## config.mk

```make
export PLATFORM = sky130hd
export DESIGN_NAME = hhmm_clock_seven_segment_mux
export DESIGN_NICKNAME = d
export VERILOG_FILES = /design/src/hdl/hhmm_pkg.sv /design/src/hdl/hhmm_time.sv /design/src/hdl/hhmm_disp.sv /design/src/hdl/hhmm_clock_seven_segment_mux.sv
export SDC_FILE = /design/constraint.sdc
export NUM_CORES = 1
export LEC_CHECK = 0
export BUFFER_PORTS_ARGS = -buffer_cell sky130_fd_sc_hd__buf_4
export CAP_MARGIN = 20
export CORE_MARGIN = 8
export CORE_UTILIZATION = 55
export CTS_BUF_LIST = sky130_fd_sc_hd__clkbuf_16
export CTS_CLUSTER_SIZE = 25
export DETAILED_ROUTE_END_ITERATION = 6
export PLACE_DENSITY = 0.75
export SLEW_MARGIN = 20
export SYNTH_ARGS = -nofsm -noshare
export SYNTH_HDL_FRONTEND = slang
export SYNTH_HIERARCHICAL = 1
export SYNTH_SLANG_ARGS = --single-unit
```

## constraint.sdc

```tcl
create_clock -name clock -period 8.65 [get_ports clock]
set_clock_uncertainty 0.15 [all_clocks]
set_input_delay 0.4325 -clock clock [delete_from_list [all_inputs] [get_ports clock]]
set_output_delay 0.4325 -clock clock [all_outputs]
set_load 0.005 [all_outputs]
```

## src/hdl/hhmm_pkg.sv

```systemverilog
// ----------------------------------------------------------------------------
// hhmm_pkg
// Shared types, constants and decode functions for the 24-hour clock and its
// four-digit multiplexed seven-segment display.
// ----------------------------------------------------------------------------
`default_nettype none

package hhmm_pkg;

   localparam int unsigned PERIOD_WIDTH = 5;
   localparam logic [PERIOD_WIDTH-1:0] SAMPLE_PERIOD_RESET = 5'd20;

   localparam logic [5:0] SEC_LAST  = 6'd59;
   localparam logic [5:0] MIN_LAST  = 6'd59;
   localparam logic [4:0] HOUR_LAST = 5'd23;

   typedef enum logic {
      REQ_SECOND  = 1'b0,
      REQ_REFRESH = 1'b1
   } req_kind_type;

   localparam logic [1:0] DIGIT_MIN_ONES  = 2'd0;
   localparam logic [1:0] DIGIT_MIN_TENS  = 2'd1;
   localparam logic [1:0] DIGIT_HOUR_ONES = 2'd2;
   localparam logic [1:0] DIGIT_HOUR_TENS = 2'd3;

   localparam int unsigned BTN_RESET = 0;
   localparam int unsigned BTN_PAUSE = 1;

   // active-low patterns, segment a in bit 0, decimal point off
   localparam logic [7:0] SEG_TABLE [10] = '{
      8'hc0, 8'hf9, 8'ha4, 8'hb0, 8'h99, 8'h92, 8'h82, 8'hf8, 8'h80, 8'h90
   };

   // actions raised by a button sample, handed to the time counter
   typedef struct packed {
      logic clear_time;
      logic toggle_run;
   } sample_ctrl_type;

   typedef struct packed {
      logic [3:0] tens;
      logic [3:0] ones;
   } digits_type;

   // decimal split of a value below 64 by a compare ladder
   function automatic digits_type split_digits(input logic [5:0] value);
      digits_type d;
      logic [5:0] rem;
      d.tens = 4'd0;
      rem    = value;
      priority if (value >= 6'd60) begin
         d.tens = 4'd6; rem = value - 6'd60;
      end else if (value >= 6'd50) begin
         d.tens = 4'd5; rem = value - 6'd50;
      end else if (value >= 6'd40) begin
         d.tens = 4'd4; rem = value - 6'd40;
      end else if (value >= 6'd30) begin
         d.tens = 4'd3; rem = value - 6'd30;
      end else if (value >= 6'd20) begin
         d.tens = 4'd2; rem = value - 6'd20;
      end else if (value >= 6'd10) begin
         d.tens = 4'd1; rem = value - 6'd10;
      end else begin
         d.tens = 4'd0; rem = value;
      end
      d.ones = rem[3:0];
      return d;
   endfunction

   function automatic logic [7:0] seg_pattern(input logic [3:0] digit);
      logic [7:0] pat;
      if (digit <= 4'd9) begin
         pat = SEG_TABLE[digit];
      end else begin
         pat = 8'hff;
      end
      return pat;
   endfunction

endpackage

`default_nettype wire

```

## src/hdl/hhmm_time.sv

```systemverilog
// ----------------------------------------------------------------------------
// hhmm_time
// Seconds, minutes and hours counters with run flag and seconds LED.
// ----------------------------------------------------------------------------
`default_nettype none

module hhmm_time (
   input  wire logic                     clock,
   input  wire logic                     reset,
   input  wire logic                     sec_tick,
   input  wire hhmm_pkg::sample_ctrl_type ctrl,
   output logic [5:0]                    minutes,
   output logic [4:0]                    hours,
   output logic                          seconds_led
);
   import hhmm_pkg::*;

   logic [5:0] seconds_ff, seconds_in;
   logic [5:0] minutes_ff, minutes_in;
   logic [4:0] hours_ff,   hours_in;
   logic       running_ff, running_in;
   logic       sec_led_ff, sec_led_in;

   always_comb begin
      seconds_in = seconds_ff;
      minutes_in = minutes_ff;
      hours_in   = hours_ff;
      running_in = running_ff;
      sec_led_in = sec_led_ff;
      // reset button wins over pause
      priority if (ctrl.clear_time) begin
         seconds_in = '0;
         minutes_in = '0;
         hours_in   = '0;
      end else if (ctrl.toggle_run) begin
         running_in = ~running_ff;
      end else if (sec_tick && running_ff) begin
         sec_led_in = ~sec_led_ff;
         if (seconds_ff >= SEC_LAST) begin
            seconds_in = '0;
            if (minutes_ff >= MIN_LAST) begin
               minutes_in = '0;
               hours_in   = (hours_ff >= HOUR_LAST) ? 5'd0 : hours_ff + 5'd1;
            end else begin
               minutes_in = minutes_ff + 6'd1;
            end
         end else begin
            seconds_in = seconds_ff + 6'd1;
         end
      end
   end

   always_ff @(posedge clock) begin
      if (reset) begin
         seconds_ff <= '0;
         minutes_ff <= '0;
         hours_ff   <= '0;
         running_ff <= 1'b1;
         sec_led_ff <= 1'b0;
      end else begin
         seconds_ff <= seconds_in;
         minutes_ff <= minutes_in;
         hours_ff   <= hours_in;
         running_ff <= running_in;
         sec_led_ff <= sec_led_in;
      end
   end

   assign minutes     = minutes_ff;
   assign hours       = hours_ff;
   assign seconds_led = sec_led_ff;

   a_sec_range: assert property (@(posedge clock) disable iff (reset)
      seconds_ff <= SEC_LAST) else $error("seconds out of range");
   a_min_range: assert property (@(posedge clock) disable iff (reset)
      minutes_ff <= MIN_LAST) else $error("minutes out of range");
   a_hour_range: assert property (@(posedge clock) disable iff (reset)
      hours_ff <= HOUR_LAST) else $error("hours out of range");
   a_clear: assert property (@(posedge clock) disable iff (reset)
      ctrl.clear_time |=> (seconds_ff == 6'd0) && (minutes_ff == 6'd0)
                          && (hours_ff == 5'd0))
      else $error("time not cleared after reset button");

endmodule

`default_nettype wire

```

## src/hdl/hhmm_disp.sv

```systemverilog
// ----------------------------------------------------------------------------
// hhmm_disp
// Digit multiplexer, segment latch, button sampling and blink LED.
// ----------------------------------------------------------------------------
`default_nettype none

module hhmm_disp (
   input  wire logic                                  clock,
   input  wire logic                                  reset,
   input  wire logic                                  refresh_tick,
   input  wire logic [1:0]                            buttons,
   input  wire logic [hhmm_pkg::PERIOD_WIDTH-1:0]     sample_period,
   input  wire logic [5:0]                            minutes,
   input  wire logic [4:0]                            hours,
   output hhmm_pkg::sample_ctrl_type                  ctrl,
   output logic [7:0]                                 segments,
   output logic [3:0]                                 digit_enable,
   output logic                                       blink_led,
   output logic                                       button_led
);
   import hhmm_pkg::*;

   logic [1:0]              digit_idx_ff;
   logic [PERIOD_WIDTH-1:0] refresh_cnt_ff, refresh_cnt_in;
   logic [7:0]              seg_ff, seg_in;
   logic [3:0]              digit_en_ff;
   logic                    blink_ff, button_led_ff, button_led_in;
   logic                    sample_hit;
   logic [PERIOD_WIDTH-1:0] cnt_inc;
   digits_type              min_digits, hour_digits;
   logic [3:0]              digit_val;

   assign min_digits  = split_digits(minutes);
   assign hour_digits = split_digits({1'b0, hours});

   always_comb begin
      unique case (digit_idx_ff)
         DIGIT_MIN_ONES:  digit_val = min_digits.ones;
         DIGIT_MIN_TENS:  digit_val = min_digits.tens;
         DIGIT_HOUR_ONES: digit_val = hour_digits.ones;
         DIGIT_HOUR_TENS: digit_val = hour_digits.tens;
         default:         digit_val = 4'd0;
      endcase
   end

   assign seg_in = seg_pattern(digit_val);

   // counter compared after the increment; wraps freely at 32
   assign cnt_inc        = refresh_cnt_ff + PERIOD_WIDTH'(1);
   assign sample_hit     = refresh_tick && (cnt_inc == sample_period);
   assign refresh_cnt_in = sample_hit ? '0 : cnt_inc;

   always_comb begin
      ctrl          = '0;
      button_led_in = 1'b0;
      if (sample_hit) begin
         priority if (buttons[BTN_RESET]) begin
            ctrl.clear_time = 1'b1;
            button_led_in   = 1'b1;
         end else if (buttons[BTN_PAUSE]) begin
            ctrl.toggle_run = 1'b1;
            button_led_in   = 1'b1;
         end else begin
            button_led_in   = 1'b0;
         end
      end
   end

   always_ff @(posedge clock) begin
      if (reset) begin
         digit_idx_ff   <= DIGIT_MIN_ONES;
         refresh_cnt_ff <= '0;
         seg_ff         <= '0;
         digit_en_ff    <= '0;
         blink_ff       <= 1'b0;
         button_led_ff  <= 1'b0;
      end else if (refresh_tick) begin
         digit_idx_ff   <= digit_idx_ff + 2'd1;
         refresh_cnt_ff <= refresh_cnt_in;
         seg_ff         <= seg_in;
         digit_en_ff    <= 4'b0001 << digit_idx_ff;
         if (sample_hit) begin
            blink_ff      <= ~blink_ff;
            button_led_ff <= button_led_in;
         end
      end
   end

   assign segments     = seg_ff;
   assign digit_enable = digit_en_ff;
   assign blink_led    = blink_ff;
   assign button_led   = button_led_ff;

endmodule

`default_nettype wire

```

## src/hdl/hhmm_clock_seven_segment_mux.sv

```systemverilog
// ----------------------------------------------------------------------------
// hhmm_clock_seven_segment_mux
// 24-hour clock driving a four-digit multiplexed seven-segment display.
// ----------------------------------------------------------------------------
// Usage:
//   req_ channel: one item per event; req_type low is a one-second tick,
//   high a display refresh tick carrying the two button pins.
//   rsp_ channel: exactly one item per request, holding the segment pattern
//   (active low), the one-hot digit enable and the three LEDs after the event.
//   csr_ port: writes sample_period, the number of refresh ticks between
//   button samples and blink toggles; write only while no item is in flight.
// Result: the time and display registers are updated at the accepting edge
// and double as the result register, valid in the cycle after acceptance.
// Throughput: one item per cycle, set by the single register stage.
// A stalled receiver holds the result; req_ready is low only while a result
// is waiting and rsp_ready is low.
// Reset: time 00:00, clock running, display blank (no digit enabled; all latches zero),
// sample_period 20.
// ----------------------------------------------------------------------------
`default_nettype none

module hhmm_clock_seven_segment_mux (
   input  wire logic                              clock,
   input  wire logic                              reset,
   input  wire logic                              req_valid,
   output logic                                   req_ready,
   input  wire logic                              req_type,
   input  wire logic [1:0]                        req_button_pins,
   output logic                                   rsp_valid,
   input  wire logic                              rsp_ready,
   output logic [7:0]                             rsp_segments,
   output logic [3:0]                             rsp_digit_enable,
   output logic                                   rsp_seconds_led,
   output logic                                   rsp_blink_led,
   output logic                                   rsp_button_led,
   input  wire logic                              csr_write_enable,
   input  wire logic [hhmm_pkg::PERIOD_WIDTH-1:0] csr_write_data
);
   import hhmm_pkg::*;

   logic                    rsp_valid_ff, rsp_valid_in;
   logic [PERIOD_WIDTH-1:0] period_ff;
   logic                    accept;
   logic                    sec_tick, refresh_tick;
   sample_ctrl_type         ctrl;
   logic [5:0]              minutes;
   logic [4:0]              hours;

   assign req_ready    = !rsp_valid_ff || rsp_ready;
   assign accept       = req_valid && req_ready;
   assign sec_tick     = accept && (req_type == REQ_SECOND);
   assign refresh_tick = accept && (req_type == REQ_REFRESH);
   assign rsp_valid_in = accept || (rsp_valid_ff && !rsp_ready);

   always_ff @(posedge clock) begin
      if (reset) begin
         rsp_valid_ff <= 1'b0;
         period_ff    <= SAMPLE_PERIOD_RESET;
      end else begin
         rsp_valid_ff <= rsp_valid_in;
         if (csr_write_enable) begin
            period_ff <= csr_write_data;
         end
      end
   end

   hhmm_time u_time (
      .clock       (clock),
      .reset       (reset),
      .sec_tick    (sec_tick),
      .ctrl        (ctrl),
      .minutes     (minutes),
      .hours       (hours),
      .seconds_led (rsp_seconds_led)
   );

   hhmm_disp u_disp (
      .clock         (clock),
      .reset         (reset),
      .refresh_tick  (refresh_tick),
      .buttons       (req_button_pins),
      .sample_period (period_ff),
      .minutes       (minutes),
      .hours         (hours),
      .ctrl          (ctrl),
      .segments      (rsp_segments),
      .digit_enable  (rsp_digit_enable),
      .blink_led     (rsp_blink_led),
      .button_led    (rsp_button_led)
   );

   assign rsp_valid = rsp_valid_ff;

   a_digit_onehot: assert property (@(posedge clock) disable iff (reset)
      $onehot0(rsp_digit_enable)) else $error("digit enable not one-hot");
   a_result_follows: assert property (@(posedge clock) disable iff (reset)
      accept |=> rsp_valid_ff) else $error("accepted item gave no result");

endmodule

`default_nettype wire
```

==> impl_metrics.json <==
{
  "cts_buffers": 5,
  "setup_viol": 0,
  "hold_class": "in2reg",
  "io_buffers": 29,
  "antennaDiodeCount": 0,
  "hold_violations": 0,
  "outcome": "complete, no violations",
  "path_class": "reg2reg",
  "cp_num_buf_inv": 1,
  "slowest_delay_ns": 0.71,
  "drt-met1-wl_microns": 3040,
  "cts_tree": "built",
  "drt_iter0_markers": 150,
  "initial_core_util_pct": 56.4,
  "cts_buffer_depth": 2,
  "cap_viol_max_count": 0,
  "grt_pass1_wl_microns": 11200,
  "syn_nets": 394,
  "fin_setup_tns_ns": 0,
  "holdBufCountCts": 0,
  "drv_slew": 0,
  "num_rows": 27,
  "wl_met2_microns": 3070,
  "postSynthAreaPerCell_sq_um": 8.57,
  "worst_path_max_delay_cell": "dfxtp_1",
  "clk_latency_ns": 0.28,
  "path_clk_slew_ns": 0.06,
  "rsz0062_at_grt": "no",
  "synth_edf_count": 0,
  "first_pass_iters": 4,
  "postCtsResizedCells": 0,
  "worst_pin_slew_ns": 0.711,
  "wl_per_cell_microns": 14.2,
  "grt_use_total_pct": 15.8,
  "cts.sinks": 46,
  "top_layer_used": "met4",
  "stdcell_count": 452,
  "ys_warn_count": 6,
  "drtAntennaViolNets": 0,
  "wl_met3_microns": 271,
  "maxSlewHeadroom_pct": 52.6,
  "synth-seq-cells": 46,
  "place_area_sq_um": 3260,
  "htreeDepth": 2,
  "final_cell_mix": "dfxtp_1 (46), nor2_1 (35), buf_4 (29)",
  "crit_cells": 10,
  "core_sq_um": 5440,
  "dr_total_vias": 2588,
  "fp.dieH_microns": 90.7,
  "vdd_drop_max_mv": 0.113,
  "synthArstFlopShare_pct": 0,
  "placed_cells": 444,
  "final_common_cell": "dfxtp_1",
  "ioPinCount": 30,
  "hpwl_microns": 4740,
  "worstPathRequired_ns": 8.72,
  "drcViolationCount": 0,
  "syn_area_sq_um": 3070,
  "crit_chain": "ha_1, a21oi_1, a21oi_4, o221ai_1, or2_0, a2bb2oi_1, inv_1, ha_1, or4_1, a21oi_1",
  "synth_cells": 358,
  "p_leak_nw": 1.33,
  "startpoint_type": "flip-flop",
  "cp.arrival_ns": 3.72,
  "ys_seq_area_share_pct": 30.0,
  "clockRootBuffer": "clkbuf_16",
  "gp_routability_congestion": 0.908,
  "overflow": 0,
  "viasPerCell": 5.73,
  "die_x_microns": 90.7,
  "reg2reg_depth": 10,
  "dieArea_sq_um": 8220,
  "whs_path_depth": 2,
  "drive_gt1_share_pct": 14.5,
  "grt_pass1_vias": 2421,
  "cp_max_fo": 20,
  "antenna_found_initial": 0,
  "path_delay_family": "compound AO/OA/AOI/OAI gates",
  "grt_start_max_net_pins": 30,
  "syn_to_final_growth_pct": 10.7,
  "post-route-period-util_pct": 42.2,
  "synth_cell_types": 68,
  "cp-end-kind": "flip-flop",
  "power_density_nw_per_um2": 134,
  "ys.flop_type": "dfxtp_1",
  "finalWorstPathRequiredPeriod_ns": 3.65,
  "wirelength_microns": 6430,
  "final_area_sq_um": 3400,
  "nNetsFinal": 415,
  "fillers": 460,
  "timing.fmax_mhz": 274,
  "post_cts_buffers": 0
}
## flip-flops by register name (all words and copies together), names as in the netlist
register / flops
u_disp/digit_enable: 4
u_time/seconds_ff: 6
u_time/seconds_led: 1
u_time/hours: 5
u_time/running_ff: 1
u_disp/digit_idx_ff: 2
u_disp/segments: 8
period_ff: 5
u_disp/blink_led: 1
u_disp/refresh_cnt_ff: 5
u_disp/button_led: 1
u_time/minutes: 6
rsp_valid: 1
## worst register-to-register path: stages, from the launching register on
cell and delay [ns]:
dfxtp_1 0.71, ha_1 0.51, a21oi_1 0.20, a21oi_4 0.27, o221ai_1 0.20, or2_0 0.24, a2bb2oi_1 0.26, inv_1 0.12
ha_1 0.30, or4_1 0.50, a21oi_1 0.12
## Yosys cell counts, types with 3 or more instances
cell / n / area share (%)
a21oi_1: 27 / 4.4
nand3_1: 17 / 2.8
mux2i_1: 12 / 3.9
dfxtp_1: 46 / 30
nand2b_1: 5 / 1.0
ha_1: 23 / 9.4
nor2b_1: 6 / 1.2
nor3b_1: 4 / 0.98
xor2_1: 7 / 2.0
clkbuf_1: 5 / 0.61
and3_1: 3 / 0.61
nor3_1: 7 / 1.1
o21ai_0: 10 / 1.6
nor2_1: 35 / 4.3
o21ai_1: 3 / 0.49
a211oi_1: 3 / 0.73
inv_1: 17 / 2.1
a31oi_1: 7 / 1.4
o211ai_1: 3 / 0.73
nand3b_1: 5 / 1.2
a211o_1: 4 / 1.1
or3_1: 5 / 1.0
nand2_1: 28 / 3.4
buf_6: 5 / 1.8
o31ai_1: 3 / 0.73
xnor2_1: 12 / 3.4
## layer usage
| metal | global-route usage [%] | up-vias |
|---|---|---|
| li1 | - | 1323 |
| met1 | 20.5 | 1214 |
| met2 | 25.2 | 46 |
| met3 | 3.66 | 5 |
| met4 | 4.72 | 0 |
| met5 | 0 | - |
## through the flow
step	total power (W)	hold slack (ns)	setup WS (ns)	utilization (%)
global placement	0.000277	0.288	5.13	59.9
global route	0.000477	0.209	4.77	62.5
finish	0.000456	0.204	5.00	62.5
floorplan	0.000262	0.295	5.42	-
detailed placement	0.000279	0.293	5.04	59.9
CTS	0.000463	0.198	5.03	62.5
## power by group
part | switching (W) | internal, W
sequential | 0.00000448 | 0.000218
combinational | 0.0000270 | 0.0000245
clock | 0.0000760 | 0.000105
## final cells by class
class	instances	area, sq um	area share, %
Multi-Input combinational cell	279	1960	57.7
Sequential cell	46	921	27.1
Timing Repair Buffer	29	218	6.41
Clock buffer	5	125	3.68
Tap cell	72	90.1	2.65
Inverter	18	67.6	1.99
Clock inverter	3	16.3	0.479
## path summary, 6_finish.rpt
path	endpoint	startpoint	slack, ns
min reg2reg	u_disp/segments[0]$_SDFFE_PP0P_	u_disp/segments[0]$_SDFFE_PP0P_	0.30
max reg2reg	u_disp/segments[1]$_SDFFE_PP0P_	u_time/minutes[3]$_SDFFE_PP0P_	5.00
max	u_disp/segments[1]$_SDFFE_PP0P_	u_time/minutes[3]$_SDFFE_PP0P_	5.00
min	period_ff[2]$_SDFFE_PP1P_	csr_write_data[2]	0.20
## cells by family (layout without fill, tap and decap cells)
kind of cell / Yosys count / in the layout / share of synthesized area (%)
compound gates: 92 / 92 / 22.7
xor+xnor: 19 / 19 / 5.42
fa+ha+maj: 23 / 23 / 9.38
buf+inv: 33 / 55 / 6.12
flops: 46 / 46 / 30.0
mux: 12 / 12 / 3.92
simple gates: 133 / 133 / 22.5
No activity file was read; power rests on OpenSTA's default activity.
